<file path="config.mk">
export PLATFORM = sky130hd
export DESIGN_NAME = link_packet_framer
export DESIGN_NICKNAME = d
export VERILOG_FILES = /design/src/rtl/lpf_pkg.sv /design/src/rtl/link_packet_framer.sv /design/src/rtl/lpf_cfg_regs.sv
export SDC_FILE = /design/constraint.sdc
export NUM_CORES = 1
export LEC_CHECK = 0
export BUFFER_PORTS_ARGS = -buffer_cell sky130_fd_sc_hd__buf_2
export CAP_MARGIN = 20
export CELL_PAD_IN_SITES_DETAIL_PLACEMENT = 0
export CELL_PAD_IN_SITES_GLOBAL_PLACEMENT = 1
export CORE_MARGIN = 10
export CORE_UTILIZATION = 40
export DETAILED_ROUTE_END_ITERATION = 6
export PLACE_DENSITY_LB_ADDON = 0.12
export SKIP_CTS_REPAIR_TIMING = 1
export SYNTH_ARGS = -nofsm -noshare
export SYNTH_HDL_FRONTEND = slang
export SYNTH_SLANG_ARGS = --single-unit
</file>
<file path="constraint.sdc">
create_clock -name clk -period 2.6 [get_ports clk]
set_input_delay 0.13 -clock clk [delete_from_list [all_inputs] [get_ports clk]]
set_output_delay 0.13 -clock clk [all_outputs]
set_load 0.02 [all_outputs]
</file>
<file path="src/rtl/lpf_pkg.sv">
// ----------------------------------------------------------------------------
// lpf_pkg: shared types and constants for the link packet framer
// Word width, register indexes, reset values, timing classes and the
// configuration bundle that is passed from the register block to the framer.
// ----------------------------------------------------------------------------
package lpf_pkg;

    localparam int WORD_W               = 16;
    localparam int WORDS_PER_PACKET_DEF = 8;

    // Configuration register indexes
    localparam int CFG_IDX_W = 3;
    localparam logic [CFG_IDX_W-1:0] REG_HS_MODE     = 3'd0;
    localparam logic [CFG_IDX_W-1:0] REG_MASTER_WORD = 3'd1;
    localparam logic [CFG_IDX_W-1:0] REG_SLAVE_WORD  = 3'd2;
    localparam logic [CFG_IDX_W-1:0] REG_DISABLE     = 3'd3;
    localparam logic [CFG_IDX_W-1:0] REG_SRC_PRESENT = 3'd4;

    // Handshake modes
    localparam logic [1:0] HS_DISABLED = 2'd0;
    localparam logic [1:0] HS_ENABLED  = 2'd1;
    localparam logic [1:0] HS_CONNECT  = 2'd2;

    // Reset values
    localparam logic [WORD_W-1:0] MASTER_WORD_RST  = 16'h8FFF;
    localparam logic [WORD_W-1:0] SLAVE_WORD_RST   = 16'hB9A0;
    localparam logic [WORD_W-1:0] DISABLE_WORD_RST = 16'h0000;
    localparam logic [WORD_W-1:0] WORD_ZERO        = 16'h0000;

    // Gap before the next transfer
    typedef enum logic [1:0] {
        TC_HANDSHAKE = 2'd0,
        TC_BYTES     = 2'd1,
        TC_BETWEEN   = 2'd2
    } timing_class_t;

    typedef struct packed {
        logic [1:0]        handshake_mode;
        logic [WORD_W-1:0] master_word;
        logic [WORD_W-1:0] slave_word;
        logic [WORD_W-1:0] disable_word;
        logic              source_present;
    } cfg_t;

endpackage

</file>
<file path="src/rtl/link_packet_framer.sv">
// ----------------------------------------------------------------------------
// link_packet_framer: framing layer for a 16-bit word link
// Tracks handshake, check and command phases, sums command pairs and picks
// the next word to send after every finished transfer.
// ----------------------------------------------------------------------------
// Use:
//   Present one finished transfer per request on the input channel
//   (in_valid/in_ready with rx_word, tx_word, next_cmd_word). One result
//   request per input appears on the output channel (out_valid/out_ready
//   with next_tx, frame_done, timing_class, check_sum).
//   Configuration writes use cfg_valid/cfg_ready with cfg_index/cfg_data;
//   cfg_ready is always high. Write registers only while the block is idle.
//   A result is registered and valid in the cycle after its input is taken.
//   Throughput: one transfer per cycle; the phase update and the 16-bit
//   three-input add sit between the phase registers and the result register.
//   A stalled receiver holds the result register; in_ready then follows
//   out_ready, so a new transfer is taken in the same cycle the waiting
//   result leaves.
//   Reset: handshake phase, sum loaded with the slave word reset value,
//   slot count cleared, registers at their reset values, no result pending.
//   Captured command pairs and the last handshake words are not observable
//   at the ports and are therefore not stored.
// ----------------------------------------------------------------------------
module link_packet_framer
    import lpf_pkg::*;
#(
    parameter int WORDS_PER_PACKET = WORDS_PER_PACKET_DEF
)
(
    input  logic                 clk,
    input  logic                 rst_n,
    // configuration channel
    input  logic                 cfg_valid,
    output logic                 cfg_ready,
    input  logic [CFG_IDX_W-1:0] cfg_index,
    input  logic [WORD_W-1:0]    cfg_data,
    // input channel
    input  logic                 in_valid,
    output logic                 in_ready,
    input  logic [WORD_W-1:0]    rx_word,
    input  logic [WORD_W-1:0]    tx_word,
    input  logic [WORD_W-1:0]    next_cmd_word,
    // result channel
    output logic                 out_valid,
    input  logic                 out_ready,
    output logic [WORD_W-1:0]    next_tx,
    output logic                 frame_done,
    output logic [1:0]           timing_class,
    output logic [WORD_W-1:0]    check_sum
);

    localparam int CNT_W = $clog2(WORDS_PER_PACKET);
    localparam logic [CNT_W:0] LAST_SLOT   = (CNT_W+1)'(WORDS_PER_PACKET);
    localparam logic [CNT_W:0] BEFORE_LAST = (CNT_W+1)'(WORDS_PER_PACKET - 1);

    typedef enum logic [1:0] {
        PH_HANDSHAKE = 2'd0,
        PH_CHECK     = 2'd1,
        PH_COMMAND   = 2'd2
    } phase_t;

    cfg_t cfg;

    phase_t            phase_reg,   phase_next;
    logic [WORD_W-1:0] sum_reg,     sum_next;
    logic [CNT_W-1:0]  count_reg,   count_next;
    timing_class_t     timing_reg,  timing_next;
    logic [CNT_W:0]    count_inc;
    logic              done;
    logic [WORD_W-1:0] hs_word;
    logic [WORD_W-1:0] tx_sel;

    logic              out_valid_reg;
    logic [WORD_W-1:0] next_tx_reg;
    logic              complete_reg;
    timing_class_t     class_reg;
    logic [WORD_W-1:0] check_sum_reg;
    logic              in_fire;

    lpf_cfg_regs u_cfg_regs (
        .clk       (clk),
        .rst_n     (rst_n),
        .cfg_valid (cfg_valid),
        .cfg_ready (cfg_ready),
        .cfg_index (cfg_index),
        .cfg_data  (cfg_data),
        .cfg       (cfg)
    );

    // Take a new request whenever the result slot is free or being drained
    assign in_ready = !out_valid_reg || out_ready;
    assign in_fire  = in_valid && in_ready;

    // Handshake word for the current mode; the unused mode falls back to disable
    always_comb
    begin
        case (cfg.handshake_mode)
            HS_ENABLED: hs_word = cfg.slave_word;
            HS_CONNECT: hs_word = cfg.master_word;
            default:    hs_word = cfg.disable_word;
        endcase
    end

    // Phase update for one transfer
    always_comb
    begin
        phase_next  = phase_reg;
        sum_next    = sum_reg;
        count_next  = count_reg;
        timing_next = timing_reg;
        done        = 1'b0;
        count_inc   = {1'b0, count_reg} + (CNT_W+1)'(1);
        unique case (phase_reg)
            PH_CHECK:
            begin
                phase_next = PH_COMMAND;
                sum_next   = WORD_ZERO;
                count_next = '0;
            end
            PH_COMMAND:
            begin
                sum_next   = WORD_W'(sum_reg + rx_word + tx_word);
                count_next = count_inc[CNT_W-1:0];
                if (count_inc == BEFORE_LAST)
                begin
                    timing_next = TC_BETWEEN;
                end
                if (count_inc == LAST_SLOT)
                begin
                    count_next  = '0;
                    phase_next  = PH_CHECK;
                    timing_next = TC_BYTES;
                    done        = 1'b1;
                end
            end
            default:
            begin
                phase_next  = PH_HANDSHAKE;
                timing_next = TC_HANDSHAKE;
                if (rx_word == cfg.master_word || tx_word == cfg.master_word)
                begin
                    phase_next  = PH_CHECK;
                    timing_next = TC_BYTES;
                end
            end
        endcase
    end

    // Pick the next word to send from the updated phase
    always_comb
    begin
        case (phase_next)
            PH_CHECK:   tx_sel = sum_next;
            PH_COMMAND: tx_sel = cfg.source_present ? next_cmd_word : WORD_ZERO;
            default:    tx_sel = hs_word;
        endcase
    end

    // Hold phase state; advance on each accepted transfer
    always_ff @(posedge clk or negedge rst_n)
    begin
        if (!rst_n)
        begin
            phase_reg  <= PH_HANDSHAKE;
            sum_reg    <= SLAVE_WORD_RST;
            count_reg  <= '0;
            timing_reg <= TC_HANDSHAKE;
        end
        else if (in_fire)
        begin
            phase_reg  <= phase_next;
            sum_reg    <= sum_next;
            count_reg  <= count_next;
            timing_reg <= timing_next;
        end
    end

    // Result valid flag
    always_ff @(posedge clk or negedge rst_n)
    begin
        if (!rst_n)
        begin
            out_valid_reg <= 1'b0;
        end
        else if (in_fire)
        begin
            out_valid_reg <= 1'b1;
        end
        else if (out_ready)
        begin
            out_valid_reg <= 1'b0;
        end
    end

    // Result payload; load only with a new request
    always_ff @(posedge clk)
    begin
        if (in_fire)
        begin
            next_tx_reg   <= tx_sel;
            complete_reg  <= done;
            class_reg     <= timing_next;
            check_sum_reg <= sum_next;
        end
    end

    assign out_valid    = out_valid_reg;
    assign next_tx      = next_tx_reg;
    assign frame_done   = complete_reg;
    assign timing_class = class_reg;
    assign check_sum    = check_sum_reg;

    // A completed packet always hands back to the check phase
    assert property (@(posedge clk) disable iff (!rst_n)
        (in_fire && done) |=> (phase_reg == PH_CHECK && count_reg == '0))
    else $error("packet completion did not return to check phase");

    // Leaving check clears the sum before the first command pair
    assert property (@(posedge clk) disable iff (!rst_n)
        (in_fire && phase_reg == PH_CHECK) |=> (sum_reg == WORD_ZERO
            && out_valid_reg && check_sum_reg == WORD_ZERO))
    else $error("sum not cleared on entry to command phase");

    // Slots are counted only inside the command phase
    assert property (@(posedge clk) disable iff (!rst_n)
        (count_reg != '0) |-> (phase_reg == PH_COMMAND))
    else $error("slot count set outside command phase");

    // A completion result always carries the command-bytes class
    assert property (@(posedge clk) disable iff (!rst_n)
        (out_valid_reg && complete_reg) |-> (class_reg == TC_BYTES))
    else $error("completion result with wrong timing class");

    // A stalled result is not overwritten
    assert property (@(posedge clk) disable iff (!rst_n)
        (out_valid_reg && !out_ready) |=> ($stable(check_sum_reg) && out_valid_reg))
    else $error("pending result lost under stall");

endmodule

</file>
<file path="src/rtl/lpf_cfg_regs.sv">
// ----------------------------------------------------------------------------
// lpf_cfg_regs: configuration register file
// Takes write requests on the configuration channel and holds the handshake
// words, handshake mode and source flag. Unknown indexes are dropped.
// ----------------------------------------------------------------------------
module lpf_cfg_regs
    import lpf_pkg::*;
(
    input  logic                 clk,
    input  logic                 rst_n,
    input  logic                 cfg_valid,
    output logic                 cfg_ready,
    input  logic [CFG_IDX_W-1:0] cfg_index,
    input  logic [WORD_W-1:0]    cfg_data,
    output cfg_t                 cfg
);

    cfg_t cfg_reg;

    // Always able to take a write request
    assign cfg_ready = 1'b1;
    assign cfg       = cfg_reg;

    // Decode and store write requests
    always_ff @(posedge clk or negedge rst_n)
    begin
        if (!rst_n)
        begin
            cfg_reg.handshake_mode <= HS_DISABLED;
            cfg_reg.master_word    <= MASTER_WORD_RST;
            cfg_reg.slave_word     <= SLAVE_WORD_RST;
            cfg_reg.disable_word   <= DISABLE_WORD_RST;
            cfg_reg.source_present <= 1'b0;
        end
        else if (cfg_valid && cfg_ready)
        begin
            unique case (cfg_index)
                REG_HS_MODE:     cfg_reg.handshake_mode <= cfg_data[1:0];
                REG_MASTER_WORD: cfg_reg.master_word    <= cfg_data;
                REG_SLAVE_WORD:  cfg_reg.slave_word     <= cfg_data;
                REG_DISABLE:     cfg_reg.disable_word   <= cfg_data;
                REG_SRC_PRESENT: cfg_reg.source_present <= cfg_data[0];
                default:         ;
            endcase
        end
    end

endmodule

</file>
Word-level counts from Yosys, hierarchy flattened
Cells that the tools add are included.

Register bits after elaboration: 110. Input port bits: 72.

Add/subtract/negate cells: 3. Equality and inequality tests: 14. Multiplexer cells: 15. Reductions and logical operators: 13.

Operator list (count): 16-bit one-hot mux with 2 select lines (3); 16-bit adder (2); 16-bit equality test (2); 16-bit 2-to-1 mux (1); 2-bit AND reduction (6); 2-bit one-hot mux with 2 select lines (2); 2-bit by 1-bit equality test with 1-bit output (second input constant) (3); 2-bit equality test (second input constant) (3); 3-bit by 2-bit equality test with 1-bit output (second input constant) (2); 2-bit 2-to-1 mux (3); 3-bit one-hot mux with 2 select lines (1); 3-bit by 1-bit adder with 4-bit output (second input constant) (1); 4-bit by 3-bit equality test with 1-bit output (second input constant) (1); 4-bit equality test (second input constant) (1); 1-bit 2-to-1 mux (4); 2-bit nonzero test (2); 3-bit by 1-bit equality test with 1-bit output (second input constant) (1); 3-bit equality test (second input constant) (1); 3-bit zero test (1); 3-bit 2-to-1 mux (1); 1-bit logical OR (2); 1-bit logical AND (1); 1-bit zero test (1).

Logic depth before layout (Yosys ltp)
Gate-level depths: netlist of run 1.

Depth in word-level cells: 6. Gate-level depth with buffers: 14. Gate-level depth less buffers: 12.

Cells and area by module
Synthesis of run 1 repeated with hierarchy kept, for this count alone.

Cell total of the unflattened synthesis: 579. Area, all modules: 6601.3 µm².

Modules (own cells, without submodules): link_packet_framer (instances 1, cells each 465, area an instance 4504.3 µm², seq. area each 1660.3 µm²); lpf_cfg_regs (instances 1, cells each 114, area an instance 2097.0 µm², seq. area each 1301.2 µm²).

Least setup slack after synthesis of run 1
Ideal clock, no wire load.

Path type: register -> register. Start: register count_reg[0]. End: register next_tx_reg[13], in the netlist next_tx[13] (data pin). Setup time: 0.255 ns. Arrival time: 2.579 ns. Setup slack: -0.234 ns. Cell stages (with the launch flop): 13. Buffers on the path: 1. Period minus slack after synthesis: 2.834 ns. Cells stage by stage: dfrtp_1 > ha_1 > and3_1 > and3_1 > nor3_1 > nor2_1 > or2_2 > inv_1 > ha_1 > inv_1 > dlygate4sd1_1 > o21ai_0 > a31o_1.

Word-level cells in the longest chain between the ends: 6.

Ends and longest elaborated chain: start: declaration (line link_packet_framer.sv:66) `logic [CNT_W-1:0] count_reg, count_next;`; start signal: assignment (line link_packet_framer.sv:173) `count_reg <= count_next;`; 3-bit by 1-bit adder with 4-bit output * (line link_packet_framer.sv:112) `count_inc = {1'b0, count_reg} + (CNT_W+1)'(1);`; 4-bit equality test * (line link_packet_framer.sv:128) `if (count_inc == LAST_SLOT)`; 2-bit 2-to-1 mux * (line link_packet_framer.sv:128); 2-bit one-hot mux with 2 select lines * (line link_packet_framer.sv:113) `unique case (phase_reg)`; via phase_next[1] (line link_packet_framer.sv:64) `phase_t phase_reg, phase_next;`; 2-bit equality test or 2-bit by 1-bit equality test with 1-bit output (tied branches) (line link_packet_framer.sv:152) `case (phase_next)`; 16-bit one-hot mux with 2 select lines * (line link_packet_framer.sv:152); via tx_sel[13] (line link_packet_framer.sv:71) `logic [WORD_W-1:0] tx_sel;`; end signal: assignment (line link_packet_framer.sv:200) `next_tx_reg <= tx_sel;`; end: declaration (line link_packet_framer.sv:74) `logic [WORD_W-1:0] next_tx_reg;`.

The timed path passes the listed nets; every way through them passes the cells marked *. A chain may end at the register's enable or synchronous reset.

Worst setup path in the final report of run 1
Start: register sum_reg[9]. End: register next_tx_reg[14], in the netlist next_tx[14] (data pin).

Word-level cells in the longest chain between the ends: 4.

Ends and longest elaborated chain: start: declaration (line link_packet_framer.sv:65) `logic [WORD_W-1:0] sum_reg, sum_next;`; start signal: assignment (line link_packet_framer.sv:172) `sum_reg <= sum_next;`; 16-bit adder (2 in series) (line link_packet_framer.sv:122) `sum_next = WORD_W'(sum_reg + rx_word + tx_word);`; 16-bit one-hot mux with 2 select lines (line link_packet_framer.sv:113); 16-bit one-hot mux with 2 select lines (line link_packet_framer.sv:152); via tx_sel[14] (line link_packet_framer.sv:71).

The timed path passes the listed nets, and every way through them passes these cells.

==> results.md, run 1 <==
* Outcome: finished, violations left
* Violated checks: setup timing
* Global-route wire length before repair at ~32 mm
* Post-route cell area at 0.00925 mm2
* Post-route DRC at 0
* Average size of a mapped cell at roughly 11 um2
* Post-synth EDFFs at 35
* Worst-path clk slew at 70 ps
* Grt ovf at 0
* Core ar. at roughly 0.016 mm2
* Setup ws final at -234 ps
* Worst hold slack at 28.8 ps
* Vias at around 5600
* Adder-cell share of the synthesized area at 9.32%
* RSZ-0062 raised after global routing: true
* Ys Warns at 0
* Nets at 929
* Post-synthesis compound-gate area fraction at between 10% and 20%
* Hpwl dp at roughly 16 mm
* Cells after Synth at 574
* PortBufs at 108
* Min Tclk post-route at 2830 ps
* FF+latch area at approximately 0.0030 mm2
* GR Util met3 at 4.70%
* Die ar. at 0.0218 mm2
* WP data required at 2710 ps
* Met2 usage at 29.9%
* Max-slew headroom at ~31%
* CTS Root Cell: clkbuf_16
* Number of global-route vias before repair at 5608
* TritonCTS Buffers at 9
* ANT cells at 0
* Worst Path Class, Setup: reg -> reg
* MaxCap Viol Count at 0
* #FFs+latches synth at 110
* Synthesized cell area at 0.00652 mm2
* Antenna violations before repair at 0
* Die Height at 148 um
* Setup TNS at -2890 ps
* Leak at 3.96 nW
* Layout area overhead at 41.9%
* Main combinational cell family by area after synthesis: compound AO/OA/AOI/OAI gates
* Multi-input logic area at 0.00392 mm2
* CP max stage delay at 460 ps
* Gpl congestion at just over 0.9
* Final period util at 109%
* Commonest non-fill, non-tap cell in the layout: buf_4
* Ys flop type: dfrtp_1
* Crit path cell chain: fa_1, ha_1, buf_4, a21o_1, a221oi_4, o31ai_1, o31ai_1, buf_4, a22oi_2
* Post-Place Cell Area at 0.00832 mm2
* Vias/cell at approximately 5.3
* Initial Util at between 40% and 50%
* Worst clock skew at 13.3 ps
* Final ANT Viol Nets at 0
* Synth unique cells at 71
* Ports at 110
* Post-Synth Simple-Gate Area at 9.94%
* Row count at 46
* Critical Path Source Type: flop
* Crit-path slowest cell: dfrtp_2
* Mux contribution to synthesized area at 9.11%
* Worst-margin pin slew at 1040 ps
* Die Wd at 148 um
* First-pass DRT Iterations at 6
* Arrival time worst endpoint at 2940 ps
* Critical path endpoint category: flop
* Max Transition Viols Final at 0
* Post-synth ARST share at between 60 and 70%
* VDD IR max at 0.000427 V
* Clock buffer depth at 2
* Largest net degree at the start of global routing at 76
* GRT busiest layer: met2
* Crit path max fanout at 6
* Net count after synthesis at 685
* Fillers at approximately 1400
* Routed len/inst at 20.8 um
* Fin. Hold Viols at 0
* CTS Sinks at 110
* Max Freq at about 350 MHz
* Cell Pwr Density at ~970 mW/mm2
* CTS tree: yes
* Setup violators final at 25
* Drt first-iter violations at 345
* H-tree levels at 3
* Final wirelength at 21.7 mm
* Synth Area in XOR/XNOR at 6.04%
* Later-pin clock latency in the skew report at 360 ps
* Global Route met1 Usage at 25.2%
* Hold/Removal Path Class: in -> reg
* Layout cells sized above 1 at between 50% and 60%
* Most frequent cells in the layout: buf_4, buf_2, mux2_2
* Max reg flops at 51
* Total track usage at 19.1%
* Sequential-to-total area share from yosys stat at between 40% and 50%
layout make-up:
type | count | share of cell area, %
Multi-Input combinational cell | 425 | 42.4
Sequential cell | 110 | 32.0
Timing Repair Buffer | 259 | 18.9
Tap cell | 216 | 2.92
Clock buffer | 12 | 2.66
Clock inverter | 4 | 0.581
Inverter | 13 | 0.527
Yosys cell counts, types with 3 or more instances:
library cell,n,area [um2]
a31oi_1,6,37.5
buf_2,5,25.0
ha_1,23,288
nor2_1,34,128
o31ai_1,5,37.5
o21bai_1,4,30.0
nand2_1,41,154
inv_1,12,45.0
clkbuf_8,4,55.1
nor4_1,3,18.8
o21ai_0,21,105
mux2_2,51,574
nor3_1,5,25.0
xnor2_1,41,359
a221oi_1,11,96.3
dfstp_2,27,709
nand2b_1,6,37.5
edfxtp_1,35,1050
a22o_1,13,114
a31o_1,3,26.3
nand3_1,10,50.1
fa_1,16,320
o21ai_1,4,20.0
a22oi_1,18,135
dfrtp_1,48,1200
o211ai_1,3,22.5
a21oi_1,39,195
xor2_1,4,35.0
a21o_1,5,37.5
nand4_1,8,50.1
and2_1,6,37.5
and3_1,3,18.8
clkbuf_1,14,52.6
worst max-delay path, delay by kind of cell (launching register included):
kind	cells	cell delay (ps)
adders and majority gates	2	800
DFF	1	460
AOI/OAI and AO/OA	5	980
buffers and inverters	2	360
path summary, 6_finish.rpt:
check	from	endpoint	slack (ps)	depth (start not counted)
min in group asynchronous	rst_n	out_valid$_DFFE_PN0P_	440	2
setup reg to reg	sum_reg[9]$_DFFE_PN0P_	next_tx[14]$_DFFE_PP_	-230	9
hold reg to reg	sum_reg[15]$_DFFE_PN1P_	sum_reg[15]$_DFFE_PN1P_	500	2
setup / recovery	sum_reg[9]$_DFFE_PN0P_	next_tx[14]$_DFFE_PP_	-230	9
hold / removal	cfg_data[8]	u_cfg_regs.cfg[41]$_DFFE_PN1P_	30	2
max in group asynchronous	rst_n	count_reg[1]$_DFFE_PN0P_	1360	2
through the flow:
| step | cells | setup slack, ps | total power [mW] | utilization (%) |
|---|---|---|---|---|
| final | 1039 | -234 | 8.96 | 58.0 |
| after detailed placement | 1012 | -381 | 6.58 | 52.2 |
| after global routing | 1039 | -326 | 9.45 | 58.0 |
| after CTS | 1028 | -395 | 8.05 | 54.1 |
| after floorplan | 574 | -28.2 | 4.85 | - |
| after global placement | 1012 | -361 | 6.54 | 52.2 |
power by group:
| part | internal [mW] | leakage, nW | switching (mW) |
|---|---|---|---|
| registers | 2.31 | 1.22 | 0.260 |
| logic | 2.43 | 2.60 | 2.52 |
| clock network | 0.780 | 0.139 | 0.662 |
| total | 5.52 | 3.96 | 3.44 |
layer usage:
layer | part of all wire [%] | vias up | wire length (um)
met3 | 6.0 | 29 | 1300
met5 | 0 | - | 0
met1 | 44 | 2741 | 9600
li1 | - | 2611 | -
met4 | 2.5 | 0 | 531
met2 | 47 | 174 | 10200
cells by family after synthesis:
kind of cell / after synthesis
compound gates: 155
simple gates: 132
flops: 110
mux: 53
xor+xnor: 45
fa+ha+maj: 39
buf+inv: 39
other cells: 1
No activity file was read; power rests on OpenSTA's default activity.
==> run 2: changes to the inputs <==
--- a/config.mk
+++ b/config.mk
@@ -10,7 +10,7 @@
 export CELL_PAD_IN_SITES_DETAIL_PLACEMENT = 0
 export CELL_PAD_IN_SITES_GLOBAL_PLACEMENT = 1
 export CORE_MARGIN = 10
-export CORE_UTILIZATION = 40
+export CORE_UTILIZATION = 35
 export DETAILED_ROUTE_END_ITERATION = 6
 export PLACE_DENSITY_LB_ADDON = 0.12
 export SKIP_CTS_REPAIR_TIMING = 1
==> run 2 against run 1 <==
Against the previous run:
- the run still ends with setup timing left
- worst hold slack worse by 7.6 ps
- via count up 0.59%
- non-clock buffer count up 3
- global-route usage down 0.82 points
- flip-flop and latch count unchanged
- clock skew up 2.3 ps
- final area down 0.32%
- sequential power about the same
- highest routed layer unchanged
==> results.md, run 2 (same netlist as run 1, synthesis figures left out) <==
* Outcome: finished, violations left
* Violated checks: setup timing
* Hpwl dp at 17.3 mm
* CTS tree: yes
* MaxCap Viol Count at 0
* Max Freq at ~340 MHz
* Most frequent cells in the layout: buf_4, buf_2, mux2_2
* RSZ-0062 raised after global routing: true
* Post-route cell area at 0.00922 mm2
* Worst-margin pin slew at 775 ps
* Drt first-iter violations at 363
* Layout cells sized above 1 at 53.5%
* Largest net degree at the start of global routing at 75
* Die Height at 157 um
* H-tree levels at 3
* Post-route DRC at 0
* Hold/Removal Path Class: in -> reg
* ANT cells at 0
* Final period util at 112%
* Die Wd at 157 um
* Vias at 5588
* Initial Util at 35.9%
* Worst clock skew at about 16 ps
* Final ANT Viol Nets at 0
* Worst Path Class, Setup: reg -> reg
* CTS Sinks at between 100 and 150
* Final wirelength at 22.5 mm
* Setup ws final at -303 ps
* TritonCTS Buffers at 9
* Cell Pwr Density at between 900 and 1000 mW/mm2
* CTS Root Cell: clkbuf_16
* Max Transition Viols Final at 0
* Arrival time worst endpoint at 3020 ps
* Max-slew headroom at 48.3%
* Worst hold slack at 21.2 ps
* Critical path endpoint category: flop
* Fin. Hold Viols at 0
* Layout area overhead at 41.4%
* Number of global-route vias before repair at about 5700
* First-pass DRT Iterations at 5
* Total track usage at 18.2%
* Grt ovf at 0
* Later-pin clock latency in the skew report at ~370 ps
* Ports at 110
* Min Tclk post-route at 2900 ps
* Commonest non-fill, non-tap cell in the layout: buf_4
* Max reg flops at 51
* Crit path max fanout at 6
* Global-route wire length before repair at 34.0 mm
* Nets at between 900 and 1000
* Critical Path Source Type: flop
* WP data required at 2720 ps
* Worst-path clk slew at ~90 ps
* Die ar. at 0.0245 mm2
* Setup violators final at 23
* Leak at between 3 and 4 nW
* Setup slack, reg-to-reg at -300 ps
* Post-Place Cell Area at 0.00832 mm2
* Routed len/inst at 21.3 um
* Gpl congestion at 0.891
* Core ar. at 0.0181 mm2
* PortBufs at about 110
* Row count at a little under 50
* VDD IR max at 0.000419 V
* Vias/cell at approximately 5.3
* Clock buffer depth at 2
* Antenna violations before repair at 0
-- run 2: metal layers --
layer	wire (um)	up-vias	global-route usage [%]
li1	-	2627	-
met1	10500	2789	25.6
met2	10400	155	27.8
met3	1310	17	3.87
met4	228	0	5.03
met5	0	-	0
-- run 2: worst max-delay path, cell delays in order, from the launching register on --
cell       delay [ps]
dfstp_2           560
fa_1              450
ha_4              350
nand3_2            90
and2_4            180
a211oi_4          280
nor3_2             70
o41a_1            480
a2bb2oi_2         170
-- run 2: per-stage QoR --
step	utilization [%]	setup slack (ps)	power, mW	setup TNS, ps	std cells
final	50.8	-303	8.66	-3200	1055
after global routing	50.8	-350	9.19	-5470	1055
after CTS	47.5	-428	8.10	-6450	1041
after detailed placement	45.9	-414	6.63	-5930	1025
after global placement	45.9	-418	6.58	-5920	1025
after floorplan	-	-28.2	4.85	-53.0	574
-- run 2: layout make-up --
class | instances | area, um2
Clock buffer | 9 | 225
Clock inverter | 7 | 77.6
Fill cell | 1652 | 8920
Inverter | 13 | 48.8
Multi-Input combinational cell | 425 | 3840
Sequential cell | 110 | 2960
Tap cell | 229 | 287
Timing Repair Buffer | 262 | 1790
-- run 2: path summary, 6_finish.rpt --
path	cells after the start	from	end
setup / recovery	8	sum_reg[5]$_DFFE_PN1P_	next_tx[12]$_DFFE_PP_
hold / removal	3	cfg_data[1]	u_cfg_regs.cfg[50]$_DFFE_PN0P_
setup reg to reg	8	sum_reg[5]$_DFFE_PN1P_	next_tx[12]$_DFFE_PP_
hold reg to reg	2	sum_reg[15]$_DFFE_PN1P_	sum_reg[15]$_DFFE_PN1P_
max in group asynchronous	4	rst_n	u_cfg_regs.cfg[35]$_DFFE_PN1P_
min in group asynchronous	2	rst_n	sum_reg[14]$_DFFE_PN0P_
-- run 2: power breakdown --
| group | internal (mW) | leakage [nW] | total (mW) | switching, mW |
|---|---|---|---|---|
| Combinational | 2.23 | 2.62 | 4.65 | 2.42 |
| Clock | 0.685 | 0.149 | 1.45 | 0.761 |
| Sequential | 2.31 | 1.22 | 2.57 | 0.257 |
| Total | 5.23 | 4.00 | 8.66 | 3.44 |
==> run 3: changes to the inputs <==
--- a/config.mk
+++ b/config.mk
@@ -13,6 +13,7 @@
 export CORE_UTILIZATION = 35
 export DETAILED_ROUTE_END_ITERATION = 6
 export PLACE_DENSITY_LB_ADDON = 0.12
+export RECOVER_POWER = 25
 export SKIP_CTS_REPAIR_TIMING = 1
 export SYNTH_ARGS = -nofsm -noshare
 export SYNTH_HDL_FRONTEND = slang
==> run 3 against run 2 <==
Against the previous run:
- the run still ends with setup timing left
- routed wire length decreased by 0.15%
- sequential power about the same
- critical path depth unchanged
- highest routed layer unchanged
- non-clock buffer count unchanged
- critical endpoint unchanged
- critical path type unchanged
- power decreased by 0.10%
- clock power about the same
- clock-buffer cell count unchanged
==> results.md, run 3 (same netlist as run 1, synthesis figures left out) <==
* Layout area overhead at 41.0%
* Multi-input logic area at 0.00384 mm2
* WP data required at ~2700 ps
* Die Wd at between 150 and 200 um
* Row count at 49
* Gpl congestion at 0.891
* Post-route cell area at 0.00920 mm2
* Layout cells sized above 1 at between 50 and 60%
* Setup violators final at 23
* Initial Util at 35.9%
* Max Transition Viols Final at 0
* FF+latch area at 0.00296 mm2
* Ports at 110
* Vias/cell at 5.28
* Total track usage at 18.2%
* Nets at a little over 900
* Sequential share of power at 29.7%
* Final ANT Viol Nets at 0
* Die Height at 157 um
* Switching pwr at 3.43 mW
* Bufs and invs on worst path at 0
* Hpwl dp at 17.3 mm
* Worst Setup SP: sum_reg[5]$_DFFE_PN1P_
* Worst hold slack at 21.8 ps
* CTS Root Cell: clkbuf_16
* ANT cells at 0
* Max-slew headroom at 26.8%
* Crit path cell chain: fa_1, ha_4, nand3_2, and2_4, a211oi_4, nor3_2, o41a_1, a2bb2oi_2
* CP max stage delay at 560 ps
* Min Tclk post-route at 2900 ps
* Critical path endpoint category: flop
* Most frequent cells in the layout: buf_4, buf_2, mux2_2
* Largest net degree at the start of global routing at 75
* PortBufs at 108
* Post-Place Cell Area at 0.00832 mm2
* Commonest non-fill, non-tap cell in the layout: buf_4
* Post-route DRC at 0
* Arrival time worst endpoint at just over 3000 ps
* Worst R2R End: next_tx[12]$_DFFE_PP_
* VDD IR max at about 0.00042 V
* Setup ws final at -303 ps
* Vias at between 5000 and 6000
* CTS Sinks at between 100 and 150
* Violated checks: setup timing
* Leak at 3.98 nW
* Max Freq at 344 MHz
* Final period util at 112%
* Grt ovf at 0
* Hold/Removal Path Class: in -> reg
* Largest delay share family, worst path: compound AO/OA/AOI/OAI gates
* Power share of the clock group at 16.7%
* Worst-margin pin slew at 1100 ps
* First-pass DRT Iterations at 5
* Routed len/inst at 21.3 um
* Final wirelength at 22.5 mm
* Internal power at roughly 5.2 mW
* Cell Pwr Density at 941 mW/mm2
* Clock buffer depth at 2
* CP endpoint: next_tx[12]$_DFFE_PP_
* Crit path max fanout at 6
* Logic pwr share at 53.6%
* Antenna violations before repair at 0
* Switch share at 39.7%
* Global-route wire length before repair at 34.0 mm
* Setup slack, reg-to-reg at -300 ps
* Max reg flops at a little over 50
* RSZ-0062 raised after global routing: true
* Drt first-iter violations at 374
* Fin. Hold Viols at 0
* TritonCTS Buffers at 9
* Number of global-route vias before repair at between 5000 and 6000
* CTS tree: yes
* Fillers at between 1500 and 2000
* Worst reg-to-reg path cell count at 8
* Critical Path Source Type: flop
* Worst clock skew at between 15 and 20 ps
* Crit-path slowest cell: dfstp_2
* Critical Path Stages at 8
* MaxCap Viol Count at 0
* Outcome: finished, violations left
* Core ar. at between 0.015 and 0.02 mm2
* Worst Path Class, Setup: reg -> reg
* Worst-path clk slew at 90 ps
* Reg2Reg Launch Point: sum_reg[5]$_DFFE_PN1P_
* Die ar. at 0.0245 mm2
* Later-pin clock latency in the skew report at between 300 and 400 ps
* H-tree levels at 3
## run 3: stage by stage
step / cells / setup WS [ps] / util (%) / power (mW) / setup TNS (ps)
2_1_floorplan: 574 / -28.2 / - / 4.85 / -53.0
3_3_place_gp: 1025 / -418 / 45.9 / 6.58 / -5920
3_5_place_dp: 1025 / -414 / 45.9 / 6.63 / -5930
4_1_cts: 1041 / -428 / 47.5 / 8.10 / -6450
5_1_grt: 1055 / -350 / 50.7 / 9.19 / -5470
6_report: 1055 / -303 / 50.7 / 8.65 / -3190
## run 3: layer usage
layer | global-route usage (%) | vias to the layer above | part of all wire (%)
li1 | - | 2626 | -
met1 | 25.6 | 2775 | 47
met2 | 27.8 | 148 | 46
met3 | 3.87 | 17 | 5.8
met4 | 5.03 | 0 | 1.0
met5 | 0 | - | 0
## run 3: worst register-to-register path: stages (launching register included)
cell and delay [ps]:
dfstp_2 560, fa_1 450, ha_4 350, nand3_2 90, and2_4 180, a211oi_4 280
nor3_2 70, o41a_1 480, a2bb2oi_2 180
## run 3: layout make-up
type	instances	area share, %
clock buffers	9	2.45
clock inverters	7	0.844
repair buffers	262	19.1
flip-flops and latches	110	32.2
inverters	13	0.531
multi-input cells	425	41.7
well taps	229	3.12
## run 3: worst min path at each step
| stage | start | cells after the start | slack, ps | end |
|---|---|---|---|---|
| floorplan | rst_n | 0 | -170 | count_reg[0]$_DFFE_PN0P_ |
| CTS | rst_n | 1 | -40 | sum_reg[14]$_DFFE_PN0P_ |
| global route | cfg_data[12] | 2 | 10 | u_cfg_regs.cfg[29]$_DFFE_PN1P_ |
| detailed placement | in_valid | 2 | 340 | out_valid$_DFFE_PN0P_ |
| global placement | in_valid | 2 | 330 | out_valid$_DFFE_PN0P_ |
| finish | cfg_data[1] | 3 | 20 | u_cfg_regs.cfg[50]$_DFFE_PN0P_ |
## run 3: power by group through the flow
stage / Clock, mW / Combinational, mW / Sequential (mW)
after floorplan: 0 / 2.16 / 2.69
after global placement: 0 / 4.00 / 2.58
after detailed placement: 0 / 4.04 / 2.59
after CTS: 1.48 / 4.06 / 2.56
after global routing: 1.57 / 5.01 / 2.61
final: 1.44 / 4.64 / 2.57
